$ cat src/hw/rtl/packed_yuyv_to_tiled_yuv420_unit_macros.svh
// ----------------------------------------------------------------------------
// Assertion macros for the packed 4:2:2 to tiled 4:2:0 unit
// Clocked on clk_i, disabled while rst_ni is low; empty in synthesis.
// ----------------------------------------------------------------------------
`ifndef PACKED_YUYV_TO_TILED_YUV420_UNIT_MACROS_SVH
`define PACKED_YUYV_TO_TILED_YUV420_UNIT_MACROS_SVH

`ifndef SYNTHESIS
// Check a property on every rising clock edge out of reset
`define PYT_ASSERT(lbl, prop, msg) \
  lbl: assert property (@(posedge clk_i) disable iff (!rst_ni) (prop)) else $error(msg);
// Check that a condition never holds
`define PYT_ASSERT_NEVER(lbl, cond, msg) \
  lbl: assert property (@(posedge clk_i) disable iff (!rst_ni) !(cond)) else $error(msg);
`else
`define PYT_ASSERT(lbl, prop, msg)
`define PYT_ASSERT_NEVER(lbl, cond, msg)
`endif

`endif

$ cat src/hw/rtl/pyt_pkg.sv
// ----------------------------------------------------------------------------
// pyt_pkg
// Shared types and constants of the packed 4:2:2 to tiled 4:2:0 unit.
// ----------------------------------------------------------------------------
package pyt_pkg;

  // Field widths
  localparam int unsigned ByteW       = 8;
  localparam int unsigned LumaAddrW   = 22;
  localparam int unsigned ChromaAddrW = 23;
  localparam int unsigned FirstRowW   = 7;
  localparam int unsigned InDataW     = 32;
  localparam int unsigned OutDataW    = 80;
  localparam int unsigned CfgIdxW     = 2;

  // Widest position values carried between stages
  localparam int unsigned MbRowMaxW   = 9;
  localparam int unsigned PairColMaxW = 11;

  // Register reset values
  localparam logic [7:0] MbColsRst      = 8'd40;
  localparam logic [7:0] PlaneMbRowsRst = 8'd30;
  localparam logic [6:0] FirstMbRowRst  = 7'd0;
  localparam logic [7:0] MbRowCountRst  = 8'd30;

  // Register indexes
  typedef enum logic [CfgIdxW-1:0] {
    RegMbCols      = 2'd0,
    RegPlaneMbRows = 2'd1,
    RegFirstMbRow  = 2'd2,
    RegMbRowCount  = 2'd3
  } reg_idx_e;

  // Item held between position tracking and address generation
  typedef struct packed {
    logic [MbRowMaxW-1:0]   mb_row;
    logic [3:0]             row_in_mb;
    logic [PairColMaxW-1:0] pair_col;
    logic [ByteW-1:0]       luma_first;
    logic [ByteW-1:0]       chroma_blue;
    logic [ByteW-1:0]       luma_second;
    logic [ByteW-1:0]       chroma_red;
    logic                   frame_end;
  } item_t;

endpackage

$ cat src/hw/rtl/pyt_position.sv
// ----------------------------------------------------------------------------
// pyt_position
// Tracks column pair and row of the incoming stream, drops words outside
// the region and registers each converted word with its position.
// ----------------------------------------------------------------------------
`include "packed_yuyv_to_tiled_yuv420_unit_macros.svh"

module pyt_position #(
  parameter int unsigned MAX_MB_COLS = 128,
  parameter int unsigned MAX_MB_ROWS = 128
) (
  input  logic                                   clk_i,
  input  logic                                   rst_ni,
  input  logic [$clog2(MAX_MB_COLS+1)-1:0]       cols_i,
  input  logic [$clog2(MAX_MB_ROWS+1)-1:0]       row_count_i,
  input  logic [pyt_pkg::FirstRowW-1:0]          first_mb_row_i,
  input  logic                                   in_valid_i,
  output logic                                   in_ready_o,
  input  logic [pyt_pkg::InDataW-1:0]            in_data_i,
  input  logic                                   advance_i,
  output logic                                   item_valid_o,
  output pyt_pkg::item_t                         item_o
);

  localparam int unsigned ColsW  = $clog2(MAX_MB_COLS + 1);
  localparam int unsigned CountW = $clog2(MAX_MB_ROWS + 1);
  localparam int unsigned PairsW = ColsW + 3;
  localparam int unsigned RowsW  = CountW + 4;
  localparam int unsigned PcW    = $clog2(MAX_MB_COLS * 8);
  localparam int unsigned RowW   = $clog2(MAX_MB_ROWS * 16);

  logic [PcW-1:0]    pair_col_q, pair_col_d;
  logic [RowW-1:0]   row_q, row_d;
  logic              done_q, done_d;
  logic              item_valid_q, item_valid_d;
  pyt_pkg::item_t    item_q, item_d;

  logic [PairsW-1:0] pairs;
  logic [RowsW-1:0]  rows;
  logic [PairsW-1:0] pair_col_inc;
  logic [RowsW-1:0]  row_inc;
  logic              accept;
  logic              in_region;
  logic              last_col;
  logic              last_row;

  // Row length in pairs and region height in rows
  assign pairs        = {cols_i, 3'b000};
  assign rows         = {row_count_i, 4'b0000};
  assign pair_col_inc = PairsW'(pair_col_q) + PairsW'(1);
  assign row_inc      = RowsW'(row_q) + RowsW'(1);
  assign last_col     = pair_col_inc >= pairs;
  assign last_row     = row_inc >= rows;
  assign in_region    = !done_q && (RowsW'(row_q) < rows);

  // Stage loads whenever it is empty or its item moves on
  assign in_ready_o = !item_valid_q || advance_i;
  assign accept     = in_valid_i && in_ready_o;

  // Advance position on each accepted item
  always_comb begin
    pair_col_d = pair_col_q;
    row_d      = row_q;
    done_d     = done_q;
    if (accept && !done_q) begin
      if (!in_region) begin
        done_d = 1'b1;
      end else if (last_col) begin
        pair_col_d = '0;
        row_d      = RowW'(row_inc);
        done_d     = last_row;
      end else begin
        pair_col_d = PcW'(pair_col_inc);
      end
    end
  end

  // Capture the item with its position
  always_comb begin
    item_valid_d          = in_ready_o ? (accept && in_region) : item_valid_q;
    item_d.mb_row         = pyt_pkg::MbRowMaxW'(first_mb_row_i)
                          + pyt_pkg::MbRowMaxW'(row_q >> 4);
    item_d.row_in_mb      = row_q[3:0];
    item_d.pair_col       = pyt_pkg::PairColMaxW'(pair_col_q);
    item_d.luma_first     = in_data_i[7:0];
    item_d.chroma_blue    = in_data_i[15:8];
    item_d.luma_second    = in_data_i[23:16];
    item_d.chroma_red     = in_data_i[31:24];
    item_d.frame_end      = last_col && last_row;
  end

  always_ff @(posedge clk_i or negedge rst_ni) begin
    if (!rst_ni) begin
      pair_col_q   <= '0;
      row_q        <= '0;
      done_q       <= 1'b0;
      item_valid_q <= 1'b0;
    end else begin
      pair_col_q   <= pair_col_d;
      row_q        <= row_d;
      done_q       <= done_d;
      item_valid_q <= item_valid_d;
    end
  end

  // Payload loads only with a converted item
  always_ff @(posedge clk_i) begin
    if (accept && in_region) begin
      item_q <= item_d;
    end
  end

  assign item_valid_o = item_valid_q;
  assign item_o       = item_q;

  `PYT_ASSERT(a_done_sticks, done_q |=> done_q, "region end flag cleared")
  `PYT_ASSERT(a_no_item_after_end, (done_q && accept) |=> !item_valid_q,
              "item passed after region end")
  `PYT_ASSERT(a_held_item_stable, (item_valid_q && !advance_i) |=>
              (item_valid_q && $stable(item_q)), "held item changed")

endmodule

$ cat src/hw/rtl/pyt_addr_gen.sv
// ----------------------------------------------------------------------------
// pyt_addr_gen
// Forms the tiled luma and chroma byte addresses of one item and holds
// the result in the output register.
// ----------------------------------------------------------------------------
`include "packed_yuyv_to_tiled_yuv420_unit_macros.svh"

module pyt_addr_gen #(
  parameter int unsigned MAX_MB_COLS = 128,
  parameter int unsigned MAX_MB_ROWS = 128
) (
  input  logic                                   clk_i,
  input  logic                                   rst_ni,
  input  logic [$clog2(MAX_MB_COLS+1)-1:0]       cols_i,
  input  logic [$clog2(MAX_MB_ROWS+1)-1:0]       plane_rows_i,
  input  logic                                   item_valid_i,
  input  pyt_pkg::item_t                         item_i,
  output logic                                   advance_o,
  output logic                                   out_valid_o,
  input  logic                                   out_ready_i,
  output logic [pyt_pkg::LumaAddrW-1:0]          luma_address_o,
  output logic [pyt_pkg::ByteW-1:0]              luma_low_o,
  output logic [pyt_pkg::ByteW-1:0]              luma_high_o,
  output logic                                   chroma_valid_o,
  output logic [pyt_pkg::ChromaAddrW-1:0]        chroma_address_o,
  output logic [pyt_pkg::ByteW-1:0]              u_out_o,
  output logic [pyt_pkg::ByteW-1:0]              v_out_o,
  output logic                                   frame_end_o
);

  localparam int unsigned ColsW  = $clog2(MAX_MB_COLS + 1);
  localparam int unsigned PlaneW = $clog2(MAX_MB_ROWS + 1);
  localparam int unsigned ProdW  = ColsW + pyt_pkg::MbRowMaxW;
  localparam int unsigned BlkW   = ProdW + 1;

  logic [ColsW+PlaneW-1:0]           plane_blocks;
  logic [pyt_pkg::ChromaAddrW-1:0]   base_q;
  logic [ProdW-1:0]                  row_blocks;
  logic [BlkW-1:0]                   blk;
  logic                              even_row;

  logic                              out_valid_q, out_valid_d;
  logic [pyt_pkg::LumaAddrW-1:0]     luma_address_q, luma_address_d;
  logic [pyt_pkg::ByteW-1:0]         luma_low_q, luma_high_q;
  logic                              chroma_valid_q;
  logic [pyt_pkg::ChromaAddrW-1:0]   chroma_address_q, chroma_address_d;
  logic [pyt_pkg::ByteW-1:0]         u_out_q, v_out_q;
  logic                              frame_end_q;

  // Chroma plane starts after the padded luma plane
  assign plane_blocks = cols_i * plane_rows_i;

  always_ff @(posedge clk_i) begin
    base_q <= pyt_pkg::ChromaAddrW'({plane_blocks, 8'h00});
  end

  // Macroblock index in raster order
  assign row_blocks = cols_i * item_i.mb_row;
  assign blk        = BlkW'(row_blocks)
                    + BlkW'(item_i.pair_col[pyt_pkg::PairColMaxW-1:3]);
  assign even_row   = !item_i.row_in_mb[0];

  // Luma: 16 bytes per row inside a block, chroma: U then V per row
  assign luma_address_d   = pyt_pkg::LumaAddrW'({blk, item_i.row_in_mb,
                                                 item_i.pair_col[2:0], 1'b0});
  assign chroma_address_d = pyt_pkg::ChromaAddrW'({blk, item_i.row_in_mb[3:1], 1'b0,
                                                   item_i.pair_col[2:0]}) + base_q;

  // Output register frees up when empty or taken
  assign advance_o   = !out_valid_q || out_ready_i;
  assign out_valid_d = advance_o ? item_valid_i : out_valid_q;

  always_ff @(posedge clk_i or negedge rst_ni) begin
    if (!rst_ni) begin
      out_valid_q <= 1'b0;
    end else begin
      out_valid_q <= out_valid_d;
    end
  end

  // Load result payload; zero chroma on odd rows
  always_ff @(posedge clk_i) begin
    if (advance_o && item_valid_i) begin
      luma_address_q   <= luma_address_d;
      luma_low_q       <= item_i.luma_first;
      luma_high_q      <= item_i.luma_second;
      chroma_valid_q   <= even_row;
      chroma_address_q <= even_row ? chroma_address_d : '0;
      u_out_q          <= even_row ? item_i.chroma_blue : '0;
      v_out_q          <= even_row ? item_i.chroma_red : '0;
      frame_end_q      <= item_i.frame_end;
    end
  end

  assign out_valid_o      = out_valid_q;
  assign luma_address_o   = luma_address_q;
  assign luma_low_o       = luma_low_q;
  assign luma_high_o      = luma_high_q;
  assign chroma_valid_o   = chroma_valid_q;
  assign chroma_address_o = chroma_address_q;
  assign u_out_o          = u_out_q;
  assign v_out_o          = v_out_q;
  assign frame_end_o      = frame_end_q;

  `PYT_ASSERT_NEVER(a_odd_row_chroma_zero, out_valid_q && !chroma_valid_q &&
                    (chroma_address_q != '0 || u_out_q != '0 || v_out_q != '0),
                    "chroma fields set on an odd row")

endmodule

$ cat src/hw/rtl/packed_yuyv_to_tiled_yuv420_unit.sv
// ----------------------------------------------------------------------------
// packed_yuyv_to_tiled_yuv420_unit
// Address generator from packed 4:2:2 words to 16x16 tiled 4:2:0 planes.
// ----------------------------------------------------------------------------
// Takes one packed word (Y0, U, Y1, V) per cycle in raster order and returns
// one result per cycle: the tiled luma byte address with both luma bytes
// and, on even source rows, the chroma address with U and V (V lands eight
// bytes after U). Each word passes through the position register and then
// the output register, with a single macroblock-index multiply between
// them; a full item rate of one per cycle holds as long as results are
// taken. Words past the last converted macroblock row are consumed and give
// no result until reset. Configuration register writes take effect for the
// next word, the column count also for a word held in the position register.
// ----------------------------------------------------------------------------

module packed_yuyv_to_tiled_yuv420_unit #(
  parameter int unsigned MAX_MB_COLS = 128,
  parameter int unsigned MAX_MB_ROWS = 128
) (
  input  logic                                clk_i,
  input  logic                                rst_ni,
  // Configuration writes
  input  logic                                cfg_valid_i,
  output logic                                cfg_ready_o,
  input  logic [pyt_pkg::CfgIdxW-1:0]         cfg_index_i,
  input  logic [7:0]                          cfg_data_i,
  // Source words
  input  logic                                s_axis_tvalid,
  output logic                                s_axis_tready,
  // luma_first[7:0], chroma_blue[15:8], luma_second[23:16], chroma_red[31:24]
  input  logic [pyt_pkg::InDataW-1:0]         s_axis_tdata,
  // Results
  output logic                                m_axis_tvalid,
  input  logic                                m_axis_tready,
  // luma_address[21:0], luma_low[29:22], luma_high[37:30],
  // chroma_address[60:38], u_out[68:61], v_out[76:69], zero[79:77]
  output logic [pyt_pkg::OutDataW-1:0]        m_axis_tdata,
  // chroma_valid[0]
  output logic                                m_axis_tuser,
  // frame_end
  output logic                                m_axis_tlast
);

  localparam int unsigned ColsW  = $clog2(MAX_MB_COLS + 1);
  localparam int unsigned CountW = $clog2(MAX_MB_ROWS + 1);

  logic [7:0]                        mb_cols_q;
  logic [7:0]                        plane_mb_rows_q;
  logic [pyt_pkg::FirstRowW-1:0]     first_mb_row_q;
  logic [7:0]                        mb_row_count_q;

  logic [ColsW-1:0]                  cols;
  logic [CountW-1:0]                 plane_rows;
  logic [CountW-1:0]                 row_count;

  logic                              item_valid;
  pyt_pkg::item_t                    item;
  logic                              advance;

  logic [pyt_pkg::LumaAddrW-1:0]     luma_address;
  logic [pyt_pkg::ByteW-1:0]         luma_low;
  logic [pyt_pkg::ByteW-1:0]         luma_high;
  logic [pyt_pkg::ChromaAddrW-1:0]   chroma_address;
  logic [pyt_pkg::ByteW-1:0]         u_out;
  logic [pyt_pkg::ByteW-1:0]         v_out;

  // Register writes always complete
  assign cfg_ready_o = 1'b1;

  always_ff @(posedge clk_i or negedge rst_ni) begin
    if (!rst_ni) begin
      mb_cols_q       <= pyt_pkg::MbColsRst;
      plane_mb_rows_q <= pyt_pkg::PlaneMbRowsRst;
      first_mb_row_q  <= pyt_pkg::FirstMbRowRst;
      mb_row_count_q  <= pyt_pkg::MbRowCountRst;
    end else if (cfg_valid_i) begin
      unique case (pyt_pkg::reg_idx_e'(cfg_index_i))
        pyt_pkg::RegMbCols:      mb_cols_q       <= cfg_data_i;
        pyt_pkg::RegPlaneMbRows: plane_mb_rows_q <= cfg_data_i;
        pyt_pkg::RegFirstMbRow:  first_mb_row_q  <= cfg_data_i[pyt_pkg::FirstRowW-1:0];
        pyt_pkg::RegMbRowCount:  mb_row_count_q  <= cfg_data_i;
      endcase
    end
  end

  // Clamp register values to their legal ranges
  always_comb begin
    if (mb_cols_q == '0) begin
      cols = ColsW'(1);
    end else if (32'(mb_cols_q) > MAX_MB_COLS) begin
      cols = ColsW'(MAX_MB_COLS);
    end else begin
      cols = ColsW'(mb_cols_q);
    end

    if (plane_mb_rows_q == '0) begin
      plane_rows = CountW'(1);
    end else if (32'(plane_mb_rows_q) > MAX_MB_ROWS) begin
      plane_rows = CountW'(MAX_MB_ROWS);
    end else begin
      plane_rows = CountW'(plane_mb_rows_q);
    end

    if (mb_row_count_q == '0) begin
      row_count = CountW'(1);
    end else if (32'(mb_row_count_q) > MAX_MB_ROWS) begin
      row_count = CountW'(MAX_MB_ROWS);
    end else begin
      row_count = CountW'(mb_row_count_q);
    end
  end

  pyt_position #(
    .MAX_MB_COLS (MAX_MB_COLS),
    .MAX_MB_ROWS (MAX_MB_ROWS)
  ) u_position (
    .clk_i          (clk_i),
    .rst_ni         (rst_ni),
    .cols_i         (cols),
    .row_count_i    (row_count),
    .first_mb_row_i (first_mb_row_q),
    .in_valid_i     (s_axis_tvalid),
    .in_ready_o     (s_axis_tready),
    .in_data_i      (s_axis_tdata),
    .advance_i      (advance),
    .item_valid_o   (item_valid),
    .item_o         (item)
  );

  pyt_addr_gen #(
    .MAX_MB_COLS (MAX_MB_COLS),
    .MAX_MB_ROWS (MAX_MB_ROWS)
  ) u_addr_gen (
    .clk_i            (clk_i),
    .rst_ni           (rst_ni),
    .cols_i           (cols),
    .plane_rows_i     (plane_rows),
    .item_valid_i     (item_valid),
    .item_i           (item),
    .advance_o        (advance),
    .out_valid_o      (m_axis_tvalid),
    .out_ready_i      (m_axis_tready),
    .luma_address_o   (luma_address),
    .luma_low_o       (luma_low),
    .luma_high_o      (luma_high),
    .chroma_valid_o   (m_axis_tuser),
    .chroma_address_o (chroma_address),
    .u_out_o          (u_out),
    .v_out_o          (v_out),
    .frame_end_o      (m_axis_tlast)
  );

  // Pack result fields, lowest field first
  assign m_axis_tdata = {3'b000, v_out, u_out, chroma_address,
                         luma_high, luma_low, luma_address};

endmodule
$ cat config.mk
export PLATFORM = sky130hd
export DESIGN_NAME = packed_yuyv_to_tiled_yuv420_unit
export DESIGN_NICKNAME = d
export VERILOG_FILES = /design/src/hw/rtl/pyt_pkg.sv /design/src/hw/rtl/pyt_position.sv /design/src/hw/rtl/pyt_addr_gen.sv /design/src/hw/rtl/packed_yuyv_to_tiled_yuv420_unit.sv
export VERILOG_INCLUDE_DIRS = /design/src /design/src/hw/rtl
export SDC_FILE = /design/constraint.sdc
export NUM_CORES = 1
export LEC_CHECK = 0
export ABC_CLOCK_PERIOD_IN_PS = 11800
export BUFFER_PORTS_ARGS = -buffer_cell sky130_fd_sc_hd__buf_2
export CORE_ASPECT_RATIO = 0.8
export CORE_UTILIZATION = 55
export DETAILED_ROUTE_END_ITERATION = 6
export PLACE_DENSITY = 0.75
export SYNTH_ARGS = -nofsm -noshare
export SYNTH_HDL_FRONTEND = slang
export SYNTH_SLANG_ARGS = --single-unit
$ cat constraint.sdc
create_clock -name clk_i -period 11.8 [get_ports clk_i]
set_input_delay 1.18 -clock clk_i [delete_from_list [all_inputs] [get_ports clk_i]]
set_output_delay 1.18 -clock clk_i [all_outputs]
set_load 0.01 [all_outputs]
Word-level counts from Yosys, hierarchy flattened:

Cells that the tools add are included.

* flip-flop bits (word level): 204
* bits in latches: 0
* memory bits (writable): 0
* memory bits (read-only): 0
* bits of input ports: 47
* logic and storage cells: 75
* memories: 0

* add/subtract/negate cells: 5
* multipliers: 2
* div/mod/pow operators: 0
* $lt $le $gt $ge: 6
* eq/ne operators: 4
* shift operators: 0
* muxes and demuxes: 9
* bitwise logic cells: 0
* reduce and logical (&&, ||, !) cells: 23

Operators by type and width (count)
* $mux 8: 6
* $gt 8x8->1 const B: 3
* $logic_not 8->1: 3
* $add 23x23->23: 1
* $add 16x7->16: 1
* $mul 8x9->16: 1
* $mul 8x8->15: 1
* $add 11x1->12 const B: 1
* $ge 12x12->1: 1
* $lt 11x12->1: 1
* $reduce_and 2->1: 6
* $add 10x1->11 const B: 1
* $ge 11x11->1: 1
* $mux 10: 1
* $add 7x7->8: 1
* $logic_and 1x1->1: 6
* $eq 2x2->1 const B: 2
* $logic_not 1->1: 4
* $reduce_and 3->1: 1
* $eq 2x1->1 const B: 1
* $logic_not 2->1: 1
* $logic_or 1x1->1: 2
* $mux 1: 2
* $ne 2x2->1 const B: 1

Longest topological paths before layout:

* word-level depth: 7
* gate-level depth with buffers: 29

Hierarchy:

From an unflattened synthesis, not the netlist that was laid out.

* cell total of the unflattened synthesis: 1163
* area total of the unflattened synthesis: 13332.8 um2

Modules (own cells, without submodules)
* pyt_addr_gen: instances 1, cells each 758, area an instance 8007.7 um2, sequential area each 2637.5 um2
* pyt_position: instances 1, cells each 303, area an instance 3911.3 um2, sequential area each 2227.1 um2
* packed_yuyv_to_tiled_yuv420_unit: instances 1, cells each 102, area an instance 1413.9 um2, sequential area each 788.3 um2

Worst setup path after synthesis:

OpenSTA, ideal clock, no wires.

* path type: reg2reg
* from: register mb_cols_q[2]
* to: register u_addr_gen.chroma_address_q (netlist bit u_addr_gen.chroma_address_o[21]) (data pin)
* setup time: 0.260 ns
* data arrival time: 5.745 ns
* data required time: 11.540 ns
* setup slack: 5.796 ns
* stages on the path, launching flop included: 28
* clock period less this slack: 6.004 ns
* cell sequence: dfrtp_1 > nor4_1 > a21oi_1 > or2_2 > clkbuf_1 > inv_1 > buf_2 > nand2_1 > fa_1 > inv_1 > fa_1 > inv_1 > fa_1 > fa_1 > inv_1 > ha_1 > o21a_1 > o31a_1 > o21a_1 > nor2_1 > xnor2_1 > ha_1 > a21o_1 > a21o_1 > nor2_1 > o31a_1 > o21ai_0 > mux2_2

* longest elaborated chain between the ends: 6
* elaborated cells on any way between the ends: 7
* classes of those cells: add/sub: 2; mul: 1; order compare: 1; mux: 2; reduce/logical: 1

Ends and longest elaborated chain
* start, declared: RTL line packed_yuyv_to_tiled_yuv420_unit.sv:47 `logic [7:0] mb_cols_q;`
* start signal, assigned: RTL line packed_yuyv_to_tiled_yuv420_unit.sv:72 `mb_cols_q <= pyt_pkg::MbColsRst;`
* start signal, assigned: RTL line packed_yuyv_to_tiled_yuv420_unit.sv:78 `pyt_pkg::RegMbCols: mb_cols_q <= cfg_data_i;`
* $gt 8x8->1: RTL line packed_yuyv_to_tiled_yuv420_unit.sv:90 `end else if (32'(mb_cols_q) > MAX_MB_COLS) begin`
* $mux 8: RTL line packed_yuyv_to_tiled_yuv420_unit.sv:90
* $mux 8 (*): RTL line packed_yuyv_to_tiled_yuv420_unit.sv:88 `if (mb_cols_q == '0) begin`
* $mul 8x9->16 (*): RTL line pyt_addr_gen.sv:58 `assign row_blocks = cols_i * item_i.mb_row;`
* $add 16x7->16 (*): RTL line pyt_addr_gen.sv:60 `+ BlkW'(item_i.pair_col[pyt_pkg::PairColMaxW-1:3]);`
* via u_addr_gen.blk[9]: RTL line pyt_addr_gen.sv:39 `logic [BlkW-1:0] blk;`
* $add 23x23->23 (*): RTL line pyt_addr_gen.sv:67 `item_i.pair_col[2:0]}) + base_q;`
* end signal, assigned: RTL line pyt_addr_gen.sv:88 `chroma_address_q <= even_row ? chroma_address_d : '0;`
* end, declared: RTL line pyt_addr_gen.sv:46 `logic [pyt_pkg::ChromaAddrW-1:0] chroma_address_q, chroma_address_d;`

The timed path passes the listed nets; every way through them passes the cells marked *.
A chain may end at the register's enable or synchronous reset.

Worst setup path in the final report:

* from: register mb_cols_q[7]
* to: register u_addr_gen.chroma_address_q (netlist bit u_addr_gen.chroma_address_o[22]) (data pin)

* longest elaborated chain between the ends: 6
* elaborated cells on any way between the ends: 7
* classes of those cells: add/sub: 2; mul: 1; order compare: 1; mux: 2; reduce/logical: 1

Ends and longest elaborated chain (RTL line)
* $gt 8x8->1: packed_yuyv_to_tiled_yuv420_unit.sv:90
* $mux 8: packed_yuyv_to_tiled_yuv420_unit.sv:90
* $mux 8 (*): packed_yuyv_to_tiled_yuv420_unit.sv:88
* $mul 8x9->16 (*): pyt_addr_gen.sv:58
* $add 16x7->16 (*): pyt_addr_gen.sv:60
* $add 23x23->23 (*): pyt_addr_gen.sv:67

Mark *: on every way between the ends. The rest lies on a longest branch, timed or not.

==> results.json <==
{
  "status": "complete, no violations",
  "gr-total-overflow": 0,
  "final_nets": 1508,
  "drc_errors": 0,
  "ys_types": 62,
  "finalCritPeriodShare_pct": 57.4,
  "core_um2": 22700,
  "clk-insertion-delay-late_ps": 520,
  "ctsHoldBuffers": 0,
  "synth_seq_cells": 202,
  "ant_nets": 0,
  "finalMaxSlewViolations": 0,
  "startpoint_type": "flip-flop",
  "critPathArrivalTime_ps": 7140,
  "hold_viol_final": 0,
  "clock_sinks": 202,
  "rows": 49,
  "yosys-top-cells-area": "edfxtp_1 31%, fa_1 12%, ha_1 11%",
  "hp-start": "u_position.item_o[0]",
  "num_antenna_cells": 0,
  "drt_iter0_markers": 481,
  "crit_chain": "nor2b_1 -> nand2_1 -> fa_1 -> fa_1 -> inv_1 -> fa_1 -> inv_1 -> fa_1 -> inv_1 -> ha_1 -> or3_1 -> nor2_1 -> o211ai_1 -> a31o_2 -> a21oi_1 -> xnor2_1 -> ha_1 -> o21a_1 -> nor2_1 -> a311o_1 -> a311oi_1 -> o21bai_1",
  "slowest_stage": "nor2b_1",
  "grt_max_degree": 80,
  "crit_required_ps": 12170,
  "grt_pass1_vias": 8162,
  "cts_buffers": 23,
  "die_w_um": 173,
  "final.setup.worst_slack_ps": 5030,
  "critPathMaxFanout": 20,
  "power.density_nw_per_um2": 270,
  "setup_violations": 0,
  "dieArea_um2": 24000,
  "cts_tree": "yes",
  "finalWirelength_mm": 25.2,
  "finClkSkew_ps": 18.8,
  "async_flop_share_pct": 27.2,
  "fill_cells": 1792,
  "routed-via-count": 8498,
  "cts.repair.resized": 0,
  "synth_ff_type": "edfxtp_1",
  "grt_pass1_wl_mm": 41.1,
  "ir_drop_v": 0.000224,
  "dr.pass1.iters": 5,
  "end_kind": "flip-flop",
  "postSynthCellCount": 1131,
  "die_height_um": 139,
  "cts-root-buf": "clkbuf_16",
  "yosysTopAreaCell": "edfxtp_1",
  "pre_cts_ws_ps": 5100,
  "seq_area_um2": 5650,
  "period_needed_ps": 6770,
  "synth_edf_count": 132,
  "viasPerCell": 5.36,
  "yosys.area.top_type_share_pct": 30.8,
  "drive_gt1_share_pct": 17.1,
  "holdCritPathClass": "reg2reg",
  "cp_common_cell": "fa_1",
  "initial_utilization_pct": 56.6,
  "grt.total_usage_pct": 21.2,
  "clock_path_buffers": 3,
  "yosysMostFrequentCell": "inv_1",
  "place_congestion": 0.897,
  "synth_mux_area_share_pct": 2.83,
  "synth_top_family_by_area": "adder cells",
  "cts_htree_levels": 1,
  "pin_count": 132,
  "syn_area_um2": 12900,
  "synth_area_per_cell_um2": 11.4,
  "yosys_warnings": 0,
  "tightest_slew_ps": 1110,
  "criticalPathCategory": "reg2reg",
  "yosysSeqAreaShare_pct": 43.9,
  "synthAdderAreaFrac_pct": 23.9,
  "wl_per_cell_um": 15.9,
  "p_leak_nw": 6.75,
  "grt_antenna_before_repair": 0,
  "rr_startpoint": "mb_cols_q[7]",
  "path_clk_slew_ps": 60,
  "multi_input_area_um2": 6520,
  "synth_compound_area_share_pct": 6.93,
  "slowest_delay_ps": 900,
  "drv_cap": 0,
  "dp_cells": 1544,
  "synth-simple-area-share_pct": 12.5,
  "numPortBuffers": 125,
  "post_cts_buffers": 0,
  "synth_common_cells": "153 x inv_1, 132 x edfxtp_1, 118 x ha_1",
  "area_growth_pct": 13.1,
  "worst_slew_margin_rel_pct": 26.1,
  "fin_setup_tns_ps": 0,
  "power.total_mw": 3.94,
  "dp_hpwl_mm": 18.6,
  "synth_xor_area_share_pct": 4.28,
  "rsz0062_at_grt": "false",
  "fmax_mhz": 148,
  "startpoint": "mb_cols_q[7]",
  "instances_no_fill": 1586
}
## path summary, 6_finish.rpt
path	end	slack, ps	cells past startpoint
worst max-delay path	u_addr_gen.chroma_address_o[22]	5030	22
worst min-delay path	u_addr_gen.frame_end_o	410	0
worst max register to register	u_addr_gen.chroma_address_o[22]	5030	22
worst min register to register	u_addr_gen.frame_end_o	410	0
max in group asynchronous	u_position.pair_col_q[6]	10520	2
min in group asynchronous	mb_row_count_q[0]	800	2
## report_power, final
group,internal (mW),switching [mW]
sequential,1.01,0.0919
combinational,0.902,1.22
clock,0.433,0.285
total,2.34,1.59
## state kept, by name (all words and copies together), names as in the netlist
name and cells:
u_addr_gen.out_valid_o 1, u_addr_gen.frame_end_o 1, u_position.done_q 1, u_position.item_valid_o 1, u_addr_gen.luma_address_o 21, u_addr_gen.u_out_o 8, u_position.row_q 11, mb_cols_q 8
u_position.item_o 55, u_addr_gen.luma_high_o 8, mb_row_count_q 8, first_mb_row_q 7, u_addr_gen.luma_low_o 8, u_addr_gen.base_q 15, plane_mb_rows_q 8, u_addr_gen.v_out_o 8
u_addr_gen.chroma_address_o 22, u_position.pair_col_q 10, u_addr_gen.chroma_valid_o 1
## routing by layer
metal	global-route usage, %	up-vias	routed length, um
li1	-	4054	-
met1	32.5	4128	12000
met2	32.4	279	11100
met3	2.99	37	1700
met4	3.87	0	427
met5	0	-	0
## layout make-up
cell class	instances	share of cell area [%]
clock buffer	32	4.18
clock inverter	10	1.06
inverter	153	3.94
multi-input combinational	751	44.8
sequential	202	38.8
tap	306	2.63
timing repair buffer	132	4.65
## stage by stage
step | util, % | hold WS [ps] | cell area [um2]
3_3_place_gp | 60.7 | 401 | 13800
2_1_floorplan | - | 400 | 12900
5_1_grt | 64.1 | 418 | 14600
3_5_place_dp | 60.7 | 406 | 13800
4_1_cts | 64.1 | 413 | 14600
6_report | 64.1 | 414 | 14600
## logic make-up (layout without fill, tap and decap cells)
logic type                 Yosys count  after routing
AOI/OAI and AO/OA                  133            133
xor gates and xnor gates            63             63
adders and majority gates          198            198
buffers and inverters              182            327
DFF                                202            202
muxes                               32             32
other                                2              6
and+or+nand+nor                    319            319
## worst max-delay path, delay by kind of cell (launching register included)
kind	cells	cell delay [ps]
flops	1	620
buf+inv	3	140
xor+xnor	1	90
simple gates	5	1670
compound gates	7	1450
fa+ha+maj	6	2660
## cells in the final DEF (no fill, tap or decap), drive strengths merged, types with 9 or more instances in the layout
master,n
fa,80
nor2,71
o21a,11
inv,156
and3,16
nand2,84
nand3,19
dfxtp,15
o21ai,28
nand2b,9
dfstp,10
a21oi,31
mux2,32
edfxtp,132
dfrtp,45
and2,47
o211ai,9
xor2,19
ha,118
nor2b,48
xnor2,44
buf,132
a21o,11
clkbuf,32
Note: power is estimated with default switching activity, not from simulation.
